## src/hdl/rpv_pkg.sv

```systemverilog
// Shared types, constants and helpers for the regular polygon vertex generator.
package rpv_pkg;

    localparam int COORD_W     = 32;
    localparam int RADIUS_W    = 31;
    localparam int ANGLE_W     = 16;
    localparam int SIDE_W      = 7;
    localparam int VNUM_W      = 6;
    localparam int SIDE_FLOOR  = 3;
    localparam int SIDE_CEIL   = 64;
    localparam int QUEUE_DEPTH = 2;
    localparam int QPTR_W      = $clog2(QUEUE_DEPTH);
    localparam int QCNT_W      = $clog2(QUEUE_DEPTH + 1);

    // divider: 64-bit dividend, 31-bit divisor, quotient known to fit 34 bits
    localparam int DVD_W  = 64;
    localparam int DVS_W  = 31;
    localparam int QUO_W  = 34;
    localparam int DCNT_W = $clog2(QUO_W);

    localparam logic [30:0] ONE_Q30     = 31'h4000_0000;
    localparam logic [30:0] PI_HALF_Q30 = 31'd1686629713;
    localparam logic [31:0] QUARTER     = 32'h4000_0000;

    typedef enum logic [0:0] {
        CFG_NUM_SIDES = 1'b0,
        CFG_POLY_MODE = 1'b1
    } t_cfg_idx;

    typedef enum logic [1:0] {
        SEL_RAD,
        SEL_COS,
        SEL_SIN
    } t_sin_sel;

    typedef enum logic [4:0] {
        S_IDLE,
        S_HALF_DST,
        S_HALF_DWT,
        S_RAD_DST,
        S_RAD_DWT,
        S_VTX_DST,
        S_VTX_DWT,
        S_SIN_Q,
        S_SIN_X,
        S_SIN_X2,
        S_SIN_T0,
        S_SIN_PT,
        S_SIN_RCP,
        S_SIN_QT,
        S_SIN_S,
        S_SIN_END,
        S_SC_XA,
        S_SC_XB,
        S_SC_XC,
        S_SC_YA,
        S_SC_YB,
        S_SC_YC,
        S_EMIT
    } t_state;

    typedef struct packed {
        logic signed [COORD_W-1:0]  cx;
        logic signed [COORD_W-1:0]  cy;
        logic        [RADIUS_W-1:0] rad;
        logic        [ANGLE_W-1:0]  start;
        logic        [SIDE_W-1:0]   n;
        logic                       circ;
    } t_job;

    typedef struct packed {
        logic             start;
        logic [DVD_W-1:0] dividend;
        logic [DVS_W-1:0] divisor;
    } t_div_req;

    typedef struct packed {
        logic             busy;
        logic             done;
        logic [QUO_W-1:0] quot;
    } t_div_rsp;

    // nested Taylor divisors, innermost first: rounded-up reciprocal of the odd
    // part, exact for a 31-bit dividend once the power of two is shifted out
    function automatic logic [31:0] sin_recip(input logic [2:0] k);
        logic [31:0] m;
        begin
            case (k)
                3'd0:    m = 32'd2498890064; // 110 = 2 * 55
                3'd1:    m = 32'd3817748708; // 72 = 8 * 9
                3'd2:    m = 32'd3272356036; // 42 = 2 * 21
                3'd3:    m = 32'd3435973837; // 20 = 4 * 5
                default: m = 32'd2863311531; // 6 = 2 * 3
            endcase
            return m;
        end
    endfunction

endpackage

```

## src/hdl/regular_polygon_vertex_generator_unit.sv

```systemverilog
// Regular polygon vertex generator: one input (center, radius, start angle)
// yields num_sides vertices in order, the last one flagged. Inputs are queued
// two deep while a polygon is computed. Each vertex is worked in these steps:
// the vertex angle on the shared bit-serial divider, cosine and sine (five
// Taylor terms, each a multiply and a reciprocal multiply on one shared 32x32
// multiplier), the two scaled offsets and the emit. A polygon first takes its
// job; circumscribed mode adds a radius correction per polygon (half-step
// angle division, its cosine and one more division). The result register lets
// the next vertex be worked while one waits to be taken; the back stalls only
// when a finished vertex meets a result still waiting.
module regular_polygon_vertex_generator_unit (
    input  logic                                i_clk,
    input  logic                                i_rst_n,
    input  logic                                i_cfg_valid,
    output logic                                o_cfg_ready,
    input  logic [0:0]                          i_cfg_index,
    input  logic [rpv_pkg::SIDE_W-1:0]          i_cfg_data,
    input  logic                                i_in_valid,
    output logic                                o_in_ready,
    input  logic signed [rpv_pkg::COORD_W-1:0]  i_center_x,
    input  logic signed [rpv_pkg::COORD_W-1:0]  i_center_y,
    input  logic [rpv_pkg::RADIUS_W-1:0]        i_circle_radius,
    input  logic [rpv_pkg::ANGLE_W-1:0]         i_start_angle,
    output logic                                o_out_valid,
    input  logic                                i_out_ready,
    output logic signed [rpv_pkg::COORD_W-1:0]  o_vertex_x,
    output logic signed [rpv_pkg::COORD_W-1:0]  o_vertex_y,
    output logic [rpv_pkg::VNUM_W-1:0]          o_vertex_number,
    output logic                                o_last_vertex,
    output logic                                o_clipped
);

    logic              q_full;
    logic              q_push;
    logic              q_pop;
    logic              q_valid;
    rpv_pkg::t_job     q_in_job;
    rpv_pkg::t_job     q_out_job;
    rpv_pkg::t_div_req div_req;
    rpv_pkg::t_div_rsp div_rsp;

    rpv_front u_front (
        .i_clk           (i_clk),
        .i_rst_n         (i_rst_n),
        .i_cfg_valid     (i_cfg_valid),
        .o_cfg_ready     (o_cfg_ready),
        .i_cfg_index     (i_cfg_index),
        .i_cfg_data      (i_cfg_data),
        .i_in_valid      (i_in_valid),
        .o_in_ready      (o_in_ready),
        .i_center_x      (i_center_x),
        .i_center_y      (i_center_y),
        .i_circle_radius (i_circle_radius),
        .i_start_angle   (i_start_angle),
        .i_q_full        (q_full),
        .o_q_push        (q_push),
        .o_q_job         (q_in_job)
    );

    rpv_fifo u_fifo (
        .i_clk   (i_clk),
        .i_rst_n (i_rst_n),
        .i_push  (q_push),
        .i_job   (q_in_job),
        .o_full  (q_full),
        .i_pop   (q_pop),
        .o_valid (q_valid),
        .o_job   (q_out_job)
    );

    rpv_div u_div (
        .i_clk   (i_clk),
        .i_rst_n (i_rst_n),
        .i_req   (div_req),
        .o_rsp   (div_rsp)
    );

    rpv_back u_back (
        .i_clk           (i_clk),
        .i_rst_n         (i_rst_n),
        .i_job_valid     (q_valid),
        .i_job           (q_out_job),
        .o_job_pop       (q_pop),
        .o_div_req       (div_req),
        .i_div_rsp       (div_rsp),
        .o_out_valid     (o_out_valid),
        .i_out_ready     (i_out_ready),
        .o_vertex_x      (o_vertex_x),
        .o_vertex_y      (o_vertex_y),
        .o_vertex_number (o_vertex_number),
        .o_last_vertex   (o_last_vertex),
        .o_clipped       (o_clipped)
    );

endmodule

```

## src/hdl/rpv_div.sv

```systemverilog
// Bit-serial restoring divider, one quotient bit per cycle.
module rpv_div (
    input  logic              i_clk,
    input  logic              i_rst_n,
    input  rpv_pkg::t_div_req i_req,
    output rpv_pkg::t_div_rsp o_rsp
);

    logic                        r_busy;
    logic                        r_done;
    logic [rpv_pkg::DCNT_W-1:0]  r_cnt;
    logic [31:0]                 r_rem;
    logic [rpv_pkg::QUO_W-1:0]   r_quo;
    logic [rpv_pkg::DVS_W-1:0]   r_dvs;

    logic [31:0] trial;
    logic        ge;

    assign trial = {r_rem[30:0], r_quo[rpv_pkg::QUO_W-1]};
    assign ge    = trial >= {1'b0, r_dvs};

    always_ff @(posedge i_clk) begin
        if (!i_rst_n) begin
            r_busy <= 1'b0;
            r_done <= 1'b0;
            r_cnt  <= '0;
        end else begin
            r_done <= 1'b0;
            if (i_req.start) begin
                r_busy <= 1'b1;
                r_cnt  <= '0;
            end else if (r_busy) begin
                r_cnt <= r_cnt + 1'b1;
                if (r_cnt == rpv_pkg::DCNT_W'(rpv_pkg::QUO_W - 1)) begin
                    r_busy <= 1'b0;
                    r_done <= 1'b1;
                end
            end
        end
    end

    always_ff @(posedge i_clk) begin
        if (i_req.start) begin
            // upper dividend bits are already below the divisor
            r_rem <= {2'b00, i_req.dividend[rpv_pkg::DVD_W-1:rpv_pkg::QUO_W]};
            r_quo <= i_req.dividend[rpv_pkg::QUO_W-1:0];
            r_dvs <= i_req.divisor;
        end else if (r_busy) begin
            r_rem <= ge ? (trial - {1'b0, r_dvs}) : trial;
            r_quo <= {r_quo[rpv_pkg::QUO_W-2:0], ge};
        end
    end

    assign o_rsp.busy = r_busy;
    assign o_rsp.done = r_done;
    assign o_rsp.quot = r_quo;

endmodule

```

## src/hdl/rpv_fifo.sv

```systemverilog
// Two-entry job queue between the front and the back.
module rpv_fifo (
    input  logic          i_clk,
    input  logic          i_rst_n,
    input  logic          i_push,
    input  rpv_pkg::t_job i_job,
    output logic          o_full,
    input  logic          i_pop,
    output logic          o_valid,
    output rpv_pkg::t_job o_job
);

    rpv_pkg::t_job              r_mem [rpv_pkg::QUEUE_DEPTH];
    logic [rpv_pkg::QPTR_W-1:0] r_wptr;
    logic [rpv_pkg::QPTR_W-1:0] r_rptr;
    logic [rpv_pkg::QCNT_W-1:0] r_cnt;

    always_ff @(posedge i_clk) begin
        if (!i_rst_n) begin
            r_wptr <= '0;
            r_rptr <= '0;
            r_cnt  <= '0;
        end else begin
            if (i_push) r_wptr <= r_wptr + 1'b1;
            if (i_pop)  r_rptr <= r_rptr + 1'b1;
            if (i_push && !i_pop)      r_cnt <= r_cnt + 1'b1;
            else if (!i_push && i_pop) r_cnt <= r_cnt - 1'b1;
        end
    end

    always_ff @(posedge i_clk) begin
        if (i_push) r_mem[r_wptr] <= i_job;
    end

    assign o_full  = r_cnt == rpv_pkg::QCNT_W'(rpv_pkg::QUEUE_DEPTH);
    assign o_valid = r_cnt != '0;
    assign o_job   = r_mem[r_rptr];

endmodule

```

## src/hdl/rpv_front.sv

```systemverilog
// Front end: configuration registers, input acceptance and job building.
module rpv_front (
    input  logic                                i_clk,
    input  logic                                i_rst_n,
    input  logic                                i_cfg_valid,
    output logic                                o_cfg_ready,
    input  logic [0:0]                          i_cfg_index,
    input  logic [rpv_pkg::SIDE_W-1:0]          i_cfg_data,
    input  logic                                i_in_valid,
    output logic                                o_in_ready,
    input  logic signed [rpv_pkg::COORD_W-1:0]  i_center_x,
    input  logic signed [rpv_pkg::COORD_W-1:0]  i_center_y,
    input  logic [rpv_pkg::RADIUS_W-1:0]        i_circle_radius,
    input  logic [rpv_pkg::ANGLE_W-1:0]         i_start_angle,
    input  logic                                i_q_full,
    output logic                                o_q_push,
    output rpv_pkg::t_job                       o_q_job
);

    logic [rpv_pkg::SIDE_W-1:0] r_num_sides;
    logic                       r_poly_mode;
    logic [rpv_pkg::SIDE_W-1:0] n_clamp;

    assign o_cfg_ready = 1'b1;

    always_ff @(posedge i_clk) begin
        if (!i_rst_n) begin
            r_num_sides <= rpv_pkg::SIDE_W'(5);
            r_poly_mode <= 1'b0;
        end else if (i_cfg_valid) begin
            unique case (rpv_pkg::t_cfg_idx'(i_cfg_index))
                rpv_pkg::CFG_NUM_SIDES: r_num_sides <= i_cfg_data;
                rpv_pkg::CFG_POLY_MODE: r_poly_mode <= i_cfg_data[0];
                default: ;
            endcase
        end
    end

    always_comb begin
        if (r_num_sides < rpv_pkg::SIDE_W'(rpv_pkg::SIDE_FLOOR))
            n_clamp = rpv_pkg::SIDE_W'(rpv_pkg::SIDE_FLOOR);
        else if (r_num_sides > rpv_pkg::SIDE_W'(rpv_pkg::SIDE_CEIL))
            n_clamp = rpv_pkg::SIDE_W'(rpv_pkg::SIDE_CEIL);
        else
            n_clamp = r_num_sides;
    end

    assign o_in_ready    = !i_q_full;
    assign o_q_push      = i_in_valid && !i_q_full;
    assign o_q_job.cx    = i_center_x;
    assign o_q_job.cy    = i_center_y;
    assign o_q_job.rad   = i_circle_radius;
    assign o_q_job.start = i_start_angle;
    assign o_q_job.n     = n_clamp;
    assign o_q_job.circ  = r_poly_mode;

endmodule

```

## src/hdl/rpv_back.sv

```systemverilog
// Back end: sequencer with shared multiplier and divider, output register.
module rpv_back (
    input  logic                                i_clk,
    input  logic                                i_rst_n,
    input  logic                                i_job_valid,
    input  rpv_pkg::t_job                       i_job,
    output logic                                o_job_pop,
    output rpv_pkg::t_div_req                   o_div_req,
    input  rpv_pkg::t_div_rsp                   i_div_rsp,
    output logic                                o_out_valid,
    input  logic                                i_out_ready,
    output logic signed [rpv_pkg::COORD_W-1:0]  o_vertex_x,
    output logic signed [rpv_pkg::COORD_W-1:0]  o_vertex_y,
    output logic [rpv_pkg::VNUM_W-1:0]          o_vertex_number,
    output logic                                o_last_vertex,
    output logic                                o_clipped
);

    rpv_pkg::t_state   r_state, n_state;
    rpv_pkg::t_job     r_job;
    rpv_pkg::t_sin_sel r_sel;
    logic [33:0]       r_rad;
    logic [6:0]        r_i;
    logic [2:0]        r_k;
    logic [31:0]       r_ph;
    logic [31:0]       r_vph;
    logic [30:0]       r_x;
    logic [31:0]       r_x2;
    logic [30:0]       r_t;
    logic [63:0]       r_prod;
    logic [30:0]       r_cos_mag;
    logic              r_cos_neg;
    logic [30:0]       r_sin_mag;
    logic              r_sin_neg;
    logic [50:0]       r_a;
    logic [31:0]       r_vx;
    logic              r_clip_x;
    logic [31:0]       r_vy;
    logic              r_vclip;

    logic              r_out_valid;
    logic [31:0]       r_out_x;
    logic [31:0]       r_out_y;
    logic [5:0]        r_out_num;
    logic              r_out_last;
    logic              r_out_clip;

    logic              out_free;
    logic              is_last;
    logic [30:0]       q_sin;
    logic [31:0]       s_full;
    logic [30:0]       s_cap;
    logic [6:0]        k_off;
    logic [31:0]       mul_a;
    logic [31:0]       mul_b;
    logic              mul_en;
    logic [63:0]       mul_p;
    logic [30:0]       rcp_dvd;
    logic [30:0]       rcp_quo;
    logic              sc_y;
    logic [30:0]       sc_mag;
    logic              sc_neg;
    logic [31:0]       sc_ctr;
    logic [51:0]       sc_sum;
    logic signed [38:0] sc_off;
    logic signed [38:0] sc_res;
    logic [31:0]       sc_sat;
    logic              sc_clip;
    logic [31:0]       vtx_ph;

    assign out_free = !r_out_valid || i_out_ready;
    assign is_last  = (r_i + 7'd1) == r_job.n;
    assign q_sin    = r_ph[30] ? (rpv_pkg::ONE_Q30 - {1'b0, r_ph[29:0]})
                               : {1'b0, r_ph[29:0]};
    assign s_full   = r_prod[61:30];
    assign s_cap    = (s_full > {1'b0, rpv_pkg::ONE_Q30}) ? rpv_pkg::ONE_Q30 : s_full[30:0];
    assign vtx_ph   = {r_job.start, 16'd0} + i_div_rsp.quot[31:0];

    // Taylor term quotient by reciprocal multiply: dividend is x2*t >> 30,
    // first stripped of the divisor's power of two, then scaled back down
    always_comb begin
        case (r_k)
            3'd0: begin
                rcp_dvd = r_prod[61:31];
                rcp_quo = {4'd0, r_prod[63:37]};
            end
            3'd1: begin
                rcp_dvd = {2'd0, r_prod[61:33]};
                rcp_quo = {2'd0, r_prod[63:35]};
            end
            3'd2: begin
                rcp_dvd = r_prod[61:31];
                rcp_quo = {3'd0, r_prod[63:36]};
            end
            3'd3: begin
                rcp_dvd = {1'b0, r_prod[61:32]};
                rcp_quo = {1'b0, r_prod[63:34]};
            end
            default: begin
                rcp_dvd = r_prod[61:31];
                rcp_quo = r_prod[63:33];
            end
        endcase
    end

    // next state
    always_comb begin
        n_state = r_state;
        unique case (r_state)
            rpv_pkg::S_IDLE:
                if (i_job_valid)
                    n_state = i_job.circ ? rpv_pkg::S_HALF_DST : rpv_pkg::S_VTX_DST;
            rpv_pkg::S_HALF_DST: n_state = rpv_pkg::S_HALF_DWT;
            rpv_pkg::S_HALF_DWT: if (i_div_rsp.done) n_state = rpv_pkg::S_SIN_Q;
            rpv_pkg::S_RAD_DST:  n_state = rpv_pkg::S_RAD_DWT;
            rpv_pkg::S_RAD_DWT:  if (i_div_rsp.done) n_state = rpv_pkg::S_VTX_DST;
            rpv_pkg::S_VTX_DST:  n_state = rpv_pkg::S_VTX_DWT;
            rpv_pkg::S_VTX_DWT:  if (i_div_rsp.done) n_state = rpv_pkg::S_SIN_Q;
            rpv_pkg::S_SIN_Q:    n_state = rpv_pkg::S_SIN_X;
            rpv_pkg::S_SIN_X:    n_state = rpv_pkg::S_SIN_X2;
            rpv_pkg::S_SIN_X2:   n_state = rpv_pkg::S_SIN_T0;
            rpv_pkg::S_SIN_T0:   n_state = rpv_pkg::S_SIN_PT;
            rpv_pkg::S_SIN_PT:   n_state = rpv_pkg::S_SIN_RCP;
            rpv_pkg::S_SIN_RCP:  n_state = rpv_pkg::S_SIN_QT;
            rpv_pkg::S_SIN_QT:
                n_state = (r_k == 3'd4) ? rpv_pkg::S_SIN_S : rpv_pkg::S_SIN_PT;
            rpv_pkg::S_SIN_S:    n_state = rpv_pkg::S_SIN_END;
            rpv_pkg::S_SIN_END: begin
                case (r_sel)
                    rpv_pkg::SEL_RAD: n_state = rpv_pkg::S_RAD_DST;
                    rpv_pkg::SEL_COS: n_state = rpv_pkg::S_SIN_Q;
                    default:          n_state = rpv_pkg::S_SC_XA;
                endcase
            end
            rpv_pkg::S_SC_XA: n_state = rpv_pkg::S_SC_XB;
            rpv_pkg::S_SC_XB: n_state = rpv_pkg::S_SC_XC;
            rpv_pkg::S_SC_XC: n_state = rpv_pkg::S_SC_YA;
            rpv_pkg::S_SC_YA: n_state = rpv_pkg::S_SC_YB;
            rpv_pkg::S_SC_YB: n_state = rpv_pkg::S_SC_YC;
            rpv_pkg::S_SC_YC: n_state = rpv_pkg::S_EMIT;
            rpv_pkg::S_EMIT:
                if (out_free) n_state = is_last ? rpv_pkg::S_IDLE : rpv_pkg::S_VTX_DST;
            default: n_state = rpv_pkg::S_IDLE;
        endcase
    end

    // control outputs: queue pop, divider request, multiplier operands
    always_comb begin
        o_job_pop          = 1'b0;
        o_div_req.start    = 1'b0;
        o_div_req.dividend = '0;
        o_div_req.divisor  = '0;
        mul_en             = 1'b0;
        mul_a              = '0;
        mul_b              = '0;
        k_off              = {r_i[5:0], r_job.circ};
        unique case (r_state)
            rpv_pkg::S_IDLE: o_job_pop = i_job_valid;
            rpv_pkg::S_HALF_DST, rpv_pkg::S_VTX_DST: begin
                if (r_state == rpv_pkg::S_HALF_DST) k_off = 7'd1;
                o_div_req.start    = 1'b1;
                o_div_req.dividend = {25'd0, k_off, 25'd0, r_job.n};
                o_div_req.divisor  = {23'd0, r_job.n, 1'b0};
            end
            rpv_pkg::S_RAD_DST: begin
                o_div_req.start    = 1'b1;
                o_div_req.dividend = {3'd0, r_job.rad, r_cos_mag[30:1]};
                o_div_req.divisor  = r_cos_mag;
            end
            rpv_pkg::S_SIN_RCP: begin
                mul_en = 1'b1;
                mul_a  = {1'b0, rcp_dvd};
                mul_b  = rpv_pkg::sin_recip(r_k);
            end
            rpv_pkg::S_SIN_Q: begin
                mul_en = 1'b1;
                mul_a  = {1'b0, q_sin};
                mul_b  = {1'b0, rpv_pkg::PI_HALF_Q30};
            end
            rpv_pkg::S_SIN_X2: begin
                mul_en = 1'b1;
                mul_a  = {1'b0, r_x};
                mul_b  = {1'b0, r_x};
            end
            rpv_pkg::S_SIN_PT: begin
                mul_en = 1'b1;
                mul_a  = r_x2;
                mul_b  = {1'b0, r_t};
            end
            rpv_pkg::S_SIN_S: begin
                mul_en = 1'b1;
                mul_a  = {1'b0, r_x};
                mul_b  = {1'b0, r_t};
            end
            rpv_pkg::S_SC_XA, rpv_pkg::S_SC_YA: begin
                mul_en = 1'b1;
                mul_a  = {13'd0, r_rad[33:15]};
                mul_b  = {1'b0, sc_mag};
            end
            rpv_pkg::S_SC_XB, rpv_pkg::S_SC_YB: begin
                mul_en = 1'b1;
                mul_a  = {17'd0, r_rad[14:0]};
                mul_b  = {1'b0, sc_mag};
            end
            default: ;
        endcase
    end

    assign mul_p = {32'd0, mul_a} * {32'd0, mul_b};

    // offset = radius * trig, rounded half up in magnitude; center plus or minus offset is then saturated
    assign sc_y   = (r_state == rpv_pkg::S_SC_YA) || (r_state == rpv_pkg::S_SC_YB)
                 || (r_state == rpv_pkg::S_SC_YC);
    assign sc_mag = sc_y ? r_sin_mag : r_cos_mag;
    assign sc_neg = sc_y ? r_sin_neg : r_cos_neg;
    assign sc_ctr = sc_y ? r_job.cy : r_job.cx;
    assign sc_sum = {1'b0, r_a} + 52'd16384 + {21'd0, r_prod[45:15]};
    assign sc_off = {2'b00, sc_sum[51:15]};
    assign sc_res = sc_neg ? ({{7{sc_ctr[31]}}, sc_ctr} - sc_off)
                           : ({{7{sc_ctr[31]}}, sc_ctr} + sc_off);

    always_comb begin
        sc_clip = 1'b0;
        sc_sat  = sc_res[31:0];
        if (sc_res > 39'sd2147483647) begin
            sc_sat  = 32'h7FFF_FFFF;
            sc_clip = 1'b1;
        end else if (sc_res < -39'sd2147483648) begin
            sc_sat  = 32'h8000_0000;
            sc_clip = 1'b1;
        end
    end

    always_ff @(posedge i_clk) begin
        if (!i_rst_n) begin
            r_state     <= rpv_pkg::S_IDLE;
            r_out_valid <= 1'b0;
        end else begin
            r_state <= n_state;
            if (r_state == rpv_pkg::S_EMIT && out_free)
                r_out_valid <= 1'b1;
            else if (i_out_ready)
                r_out_valid <= 1'b0;
        end
    end

    always_ff @(posedge i_clk) begin
        if (mul_en) r_prod <= mul_p;
        case (r_state)
            rpv_pkg::S_IDLE: begin
                if (i_job_valid) begin
                    r_job <= i_job;
                    r_rad <= {3'd0, i_job.rad};
                    r_i   <= '0;
                end
            end
            rpv_pkg::S_HALF_DWT: begin
                r_ph  <= i_div_rsp.quot[31:0] + rpv_pkg::QUARTER;
                r_sel <= rpv_pkg::SEL_RAD;
            end
            rpv_pkg::S_RAD_DWT: r_rad <= i_div_rsp.quot;
            rpv_pkg::S_VTX_DWT: begin
                r_vph <= vtx_ph;
                r_ph  <= vtx_ph + rpv_pkg::QUARTER;
                r_sel <= rpv_pkg::SEL_COS;
            end
            rpv_pkg::S_SIN_X: r_x <= r_prod[60:30];
            rpv_pkg::S_SIN_T0: begin
                r_x2 <= r_prod[61:30];
                r_t  <= rpv_pkg::ONE_Q30;
                r_k  <= '0;
            end
            rpv_pkg::S_SIN_QT: begin
                r_t <= rpv_pkg::ONE_Q30 - rcp_quo;
                r_k <= r_k + 3'd1;
            end
            rpv_pkg::S_SIN_END: begin
                case (r_sel)
                    rpv_pkg::SEL_RAD: r_cos_mag <= s_cap;
                    rpv_pkg::SEL_COS: begin
                        r_cos_mag <= s_cap;
                        r_cos_neg <= r_ph[31];
                        r_ph      <= r_vph;
                        r_sel     <= rpv_pkg::SEL_SIN;
                    end
                    default: begin
                        r_sin_mag <= s_cap;
                        r_sin_neg <= r_ph[31];
                    end
                endcase
            end
            rpv_pkg::S_SC_XB, rpv_pkg::S_SC_YB: r_a <= r_prod[50:0];
            rpv_pkg::S_SC_XC: begin
                r_vx     <= sc_sat;
                r_clip_x <= sc_clip;
            end
            rpv_pkg::S_SC_YC: begin
                r_vy    <= sc_sat;
                r_vclip <= r_clip_x || sc_clip;
            end
            rpv_pkg::S_EMIT: begin
                if (out_free) begin
                    r_out_x    <= r_vx;
                    r_out_y    <= r_vy;
                    r_out_clip <= r_vclip;
                    r_out_num  <= r_i[5:0];
                    r_out_last <= is_last;
                    r_i        <= r_i + 7'd1;
                end
            end
            default: ;
        endcase
    end

    assign o_out_valid     = r_out_valid;
    assign o_vertex_x      = r_out_x;
    assign o_vertex_y      = r_out_y;
    assign o_vertex_number = r_out_num;
    assign o_last_vertex   = r_out_last;
    assign o_clipped       = r_out_clip;

    a_div_idle: assert property (@(posedge i_clk) disable iff (!i_rst_n)
        o_div_req.start |-> !i_div_rsp.busy)
        else $error("divider started while busy");

    a_vtx_range: assert property (@(posedge i_clk) disable iff (!i_rst_n)
        r_state == rpv_pkg::S_EMIT |-> r_i < r_job.n)
        else $error("vertex index past side count");

    a_out_src: assert property (@(posedge i_clk) disable iff (!i_rst_n)
        $rose(o_out_valid) |-> $past(r_state) == rpv_pkg::S_EMIT)
        else $error("result appeared outside emit");

endmodule
```

## config.mk

```make
export PLATFORM = sky130hd
export DESIGN_NAME = regular_polygon_vertex_generator_unit
export DESIGN_NICKNAME = d
export VERILOG_FILES = /design/src/hdl/rpv_pkg.sv /design/src/hdl/regular_polygon_vertex_generator_unit.sv /design/src/hdl/rpv_div.sv /design/src/hdl/rpv_fifo.sv /design/src/hdl/rpv_front.sv /design/src/hdl/rpv_back.sv
export SDC_FILE = /design/constraint.sdc
export NUM_CORES = 2
export LEC_CHECK = 0
export BUFFER_PORTS_ARGS = -buffer_cell sky130_fd_sc_hd__buf_2
export CORE_MARGIN = 3
export CORE_UTILIZATION = 60
export CTS_CLUSTER_SIZE = 10
export DETAILED_ROUTE_END_ITERATION = 10
export GPL_ROUTABILITY_DRIVEN = 0
export HOLD_SLACK_MARGIN = 0.02
export MAX_ROUTING_LAYER = met4
export PLACE_DENSITY = 0.77
export RECOVER_POWER = 50
export SLEW_MARGIN = 20
export SYNTH_ARGS = -nofsm -noshare
export SYNTH_HDL_FRONTEND = slang
export SYNTH_SLANG_ARGS = --single-unit
```

## constraint.sdc

```tcl
create_clock -name i_clk -period 13.8 [get_ports i_clk]
set_input_delay 0.69 -clock i_clk [delete_from_list [all_inputs] [get_ports i_clk]]
set_output_delay 0.69 -clock i_clk [all_outputs]
set_load 0.01 [all_outputs]
```

After elaboration in Yosys (flattened, before gate mapping)
Memory sizes are Yosys's and may differ from the RTL's. A register that Yosys moved wholly into a read port is not among the register bits.
Cells that the tools add are included.
{"block": "classes", "add_sub_neg": 17, "mux": 58, "bitwise": 4, "n_eq_ne": 35, "reduce_logical": 45, "order_cmp": 6, "n_mul": 1}
{"operator": "$pmux W31 S4", "n": 2}
{"operator": "$pmux W32 S6", "n": 1}
{"operator": "$pmux W96 S2", "n": 1}
{"operator": "$pmux W32 S5", "n": 1}
{"operator": "$mux W32", "n": 4}
{"operator": "$mux W31", "n": 4}
{"operator": "$pmux W31 S2", "n": 2}
{"operator": "$pmux W5 S22", "n": 1}
{"operator": "$mux W34", "n": 3}
{"operator": "$pmux W32 S3", "n": 1}
{"operator": "$pmux W34 S2", "n": 1}
{"operator": "$add A32 B31 Y32 const B", "n": 2}
{"operator": "$mul A32 B32 Y64", "n": 1}
{"operator": "$mux W30", "n": 2}
{"operator": "$add A51 B15 Y52 const B", "n": 1}
{"operator": "$add A52 B31 Y52", "n": 1}
{"operator": "$eq A5 B4 Y1 const B", "n": 8}
{"operator": "$add A32 B38 Y39", "n": 1}
{"operator": "$gt A39 B32 Y1 const B", "n": 1}
{"operator": "$lt A39 B32 Y1 const B", "n": 1}
{"operator": "$mux W39", "n": 1}
{"operator": "$sub A32 B38 Y39", "n": 1}
{"operator": "$eq A5 B5 Y1 const B", "n": 7}
{"operator": "$mux W7", "n": 5}
{"operator": "50 further kinds", "n": 113}
{"block": "totals", "out_inout_bits": 75, "mem_bits_rw": 238, "register_bits": 762, "wordCells": 211, "input_bits": 124, "n_memories": 1}
{"memory": "u_fifo.r_mem", "depth": 2, "word_bits": 119, "rd": 1, "rd_clocked_by_memory_dff": 1, "write_ports": 1, "line": "rpv_fifo.sv:13", "source": "rpv_pkg::t_job r_mem [rpv_pkg::QUEUE_DEPTH];"}

Longest topological paths before layout
{"block": "logic_depth", "ltp_word": 10, "ltp_mapped": 48, "ltp_nobuf": 38}

Cells and area by module
Synthesis repeated with hierarchy kept, for this count alone.
{"block": "hier_totals", "hier_cells": 7656, "area_unflattened_um2": 81493.2}
{"module": "rpv_back", "cells_per_inst": 6546, "area_per_inst_um2": 65258.8, "instances": 1, "seq_area_each_um2": 19338.5}
{"module": "rpv_fifo", "cells_per_inst": 392, "area_per_inst_um2": 8851.0, "instances": 1, "seq_area_each_um2": 7247.0}
{"module": "rpv_div", "cells_per_inst": 557, "area_per_inst_um2": 6147.1, "instances": 1, "seq_area_each_um2": 3032.9}
{"module": "rpv_front", "cells_per_inst": 161, "area_per_inst_um2": 1236.2, "instances": 1, "seq_area_each_um2": 160.2}

Worst setup path before layout
No wires, ideal clock.
{"block": "synth_path", "kind": "reg-to-reg", "from": "register u_back.r_k[2]", "to": "register u_back.r_prod[59] (data pin)", "required_ns": 13.535, "setup_ns": 0.265, "path_stages_with_launch": 44, "period_less_slack_ns": 11.945, "path_buffers": 12, "setup_slack_ns": 1.855, "t_arrival_ns": 11.679, "cell_sequence": "edfxtp_1 buf_2 inv_1 clkbuf_1 buf_2 buf_2 buf_2 buf_1 clkbuf_1 ha_1 buf_2 buf_2 buf_1 nor2_1 clkbuf_1 nand2_1 a21oi_1 a2111oi_0 [8 not listed] fa_1 ha_1 fa_1 inv_1 fa_1 inv_1 ha_1 nand3_1 o21ai_0 a31oi_1 or3_1 a41oi_1 a211oi_1 o21a_1 o21ai_0 a21boi_0 o21ai_0 xor2_1"}
{"block": "synth_between", "elab_chain_cells": 4, "elab_cells_between_ends": 9, "classes_between": "mul: 1; eq/ne: 3; mux: 4; reduce/logical: 1"}
{"item": "from (decl)", "line": "rpv_back.sv:24", "source": "logic [2:0] r_k;"}
{"item": "from (signal assigned)", "line": "rpv_back.sv:275", "source": "r_k <= r_k + 3'd1;"}
{"item": "$eq A3 B2 Y1, or another cell as far along", "line": "rpv_pkg.sv:88, rpv_back.sv:82"}
{"item": "$pmux W31 S4 / $pmux W31 S2 (equally long branches)", "line": "rpv_pkg.sv:88, rpv_back.sv:82"}
{"item": "$pmux W32 S5 / $pmux W32 S6 (equally long branches)", "line": "rpv_back.sv:157", "source": "unique case (r_state)"}
{"item": "$mul A32 B32 Y64 (*)", "line": "rpv_back.sv:209", "source": "assign mul_p = {32'd0, mul_a} * {32'd0, mul_b};"}
{"item": "net u_back.mul_p[59]", "line": "rpv_back.sv:57", "source": "logic [63:0] mul_p;"}
{"item": "to (signal assigned)", "line": "rpv_back.sv:248", "source": "if (mul_en) r_prod <= mul_p;"}
{"item": "to (decl)", "line": "rpv_back.sv:30", "source": "logic [63:0] r_prod;"}
Mark *: on every way through the listed nets, which the timed path passes. The rest lies on a longest branch.
A chain may end at the register's enable or synchronous reset.

Worst setup path in the final report
{"block": "layout_path", "from": "register u_back.r_k[1]", "to": "register u_back.r_prod[59] (data pin)"}
The elaborated chain is that of the path after synthesis.

==> metrics.cfg <==
[run_status]
status=finished, violations left
violations=max-capacitance violations, max-slew violations

[global_route]
gr-usage-all-layers_pct=35.7
grt_pass1_wl_um=356000
grt_pass1_vias=60500
grt_max_degree=73
overflow=0
antenna_found_initial=13

[sta]
hold_ws_ns=0.161
setup_viol=0
fin_tns_setup_ns=0
slew-limit-headroom_pct=-159
fin_crit_ns=12.42
max_clock_freq_mhz=80.5
setup_slack_ns=1.38
final_hold_viol_count=0
fin_crit_sh_pct=90.0
rsz0062_at_grt=no
tightest_slew_ns=3.88
skew_ns=0.0395
slew_violations=517

[drt]
wl_per_cell_um=25.1
dr.pass1.iters=9
routed_wl_um=235000
drc=0
drt_iter0_drc=7954
ant_nets=0
vias=58700
via_per_inst=6.28

[clock_network]
post-cts-setup-buffer-count=0
hold_buffers=0
insertion_delay_ns=0.72
cts_root_buffer=clkbuf_16
cts_buffer_depth=3
clock_sinks=1001
htree_num_levels=3
cts_tree=built
path_clk_slew_ns=0.06
cts_inserted_buffers=113
cts_resized=0

[pwr]
p_total_mw=11.1
power_leakage_nw=36.5
power_density_nw_per_um2=129
peakVddDrop_mv=0.127

[floorplanning]
die_x_um=370
die_area_um2=137000
pin_count=199
initial_utilization_pct=60.9
rows=132
die-height_um=370
core_area_um2=130000

[critical_path]
endpoint_kind=flop
cpPeakStageDelay_ns=1.01
start_kind=flop
path_max_fanout=29
crit_path_frequent_cell=fa_1
slowest_stage=or4_1
cp_data_required_time_ns=14.24
worstSetupPathType=flop to flop
worstPathArrival_ns=12.86

[yosys]
synth_simple_gate_area_share_pct=12.0
avgSynthCellArea_um2=10.7
synth-compound-area-share_pct=8.80
ys_seq_area_share_pct=37.5
ys_seq_elements=1001
yosys-mux-area-fraction_pct=2.80
synth_cell_types=111
synth_top_family_by_area=adder cells
syn_inst=7420
synth_edf_count=973
synthTopCellsByArea=edfxtp_1 37%, fa_1 23%, ha_1 6.6%
synth_xor_area_share_pct=2.82
synth_commonest_cells=1075 x inv_1, 973 x edfxtp_1, 906 x nand2_1
synth_top_area_share_pct=36.8
synth_ff_type=edfxtp_1
async_flop_share_pct=0
synth_top_area_cell=edfxtp_1
synth_most_common_cell=inv_1
synth_area_um2=79500
synthAdderAreaFrac_pct=29.2
mappedNetlistNets=8862
yosys_warnings=0

[hold_path]
hold_class=primary input to flop

[placed_design]
post-dp-hpwl_um=173000
place_area_um2=82800
port_buffers=197
place_inst=9152
dpl_worst_slack_ns=2.17

[finish]
design_area_um2=85800
stdcell_count=9339
utilization_pct=65.7
drive_gt1_share_pct=7.43
syn_to_final_growth_pct=7.94
finalNetCount=8968

[run]
cap_violations=12

[area by class of cell]
type / instances / area (µm²)
timing repair buffer: 353 / 1880
antenna: 15 / 37.5
sequential: 1001 / 29800
clock inverter: 14 / 201
multi-input combinational: 4980 / 44600
tap: 1742 / 2180
fill: 9744 / 44700
clock buffer: 157 / 3020
inverter: 1077 / 4050
[where the power goes]
part | total (mW) | leakage [nW] | internal, mW | switching, mW
combinational | 3.67 | 25.6 | 1.36 | 2.31
sequential | 4.73 | 9.25 | 4.30 | 0.427
clock | 2.71 | 1.56 | 1.53 | 1.18
[sequential cells by signal (all words and copies together) (netlist names), 34 cells and up, named ones only]
| name | cells |
|---|---|
| u_fifo.r_mem | 238 |
| u_back.r_job | 119 |
| u_back.r_prod | 64 |
| u_back.r_a | 51 |
| u_back.r_rad | 34 |
| u_div.r_quo | 34 |
[critical path, delay by kind of cell (launching register included)]
kind	cells	cell delay [ns]
fa+ha+maj	10	4.76
compound gates	9	3.86
simple gates	8	2.15
buf+inv	7	0.80
flops	1	0.43
xor+xnor	1	0.11
[layer usage]
| metal | vias to the layer above | global-route usage [%] | part of all wire, % |
|---|---|---|---|
| met4 | 0 | 21.7 | 7.8 |
| met2 | 4133 | 53.2 | 44 |
| met1 | 28400 | 42.4 | 34 |
| met3 | 1239 | 11.4 | 14 |
| li1 | 24900 | - | - |
| met5 | - | - | 0 |
[final timing paths]
| path | startpoint | to | slack, ns | cells past startpoint |
|---|---|---|---|---|
| max | u_back.r_k[1]$_SDFFCE_PN0P_ | u_back.r_prod[59]$_DFFE_PP_ | 1.38 | 35 |
| min | i_circle_radius[15] | u_fifo.r_mem[0][39]$_DFFE_PP_ | 0.16 | 1 |
| max reg2reg | u_back.r_k[1]$_SDFFCE_PN0P_ | u_back.r_prod[59]$_DFFE_PP_ | 1.38 | 35 |
| min reg2reg | u_back.r_prod[4]$_DFFE_PP_ | u_back.r_a[4]$_DFFE_PN_ | 0.40 | 0 |
[cell families after synthesis]
group,Yosys count
AOI/OAI and AO/OA,1020
xor gates and xnor gates,254
other,2
muxes,201
buffers and inverters,1439
and+or+nand+nor,2185
adders and majority gates,1318
DFF,1001
[cells in the final DEF, fill, tap and decap left out, types with 28 or more instances in the layout]
| cell type | instances |
|---|---|
| inv_1 | 1073 |
| edfxtp_1 | 973 |
| nand2_1 | 904 |
| fa_1 | 899 |
| nor2_1 | 750 |
| ha_1 | 419 |
| a21oi_1 | 241 |
| clkbuf_1 | 219 |
| xnor2_1 | 148 |
| o21ai_0 | 140 |
| buf_4 | 134 |
| mux2_2 | 132 |
| a21o_1 | 126 |
| clkbuf_16 | 114 |
| xor2_1 | 104 |
| and3_1 | 67 |
| and2_1 | 66 |
| nand3_1 | 65 |
| a22oi_1 | 59 |
| nor3_1 | 50 |
| o21ai_1 | 49 |
| nor2b_1 | 47 |
| buf_2 | 42 |
| nand2b_1 | 38 |
| nand4_1 | 37 |
| mux2_1 | 36 |
| a22o_1 | 34 |
| a221oi_1 | 34 |
| a31oi_1 | 34 |
| mux2i_1 | 32 |
| o21a_1 | 28 |
| dfxtp_1 | 28 |
(Power assumes the default switching activity.)
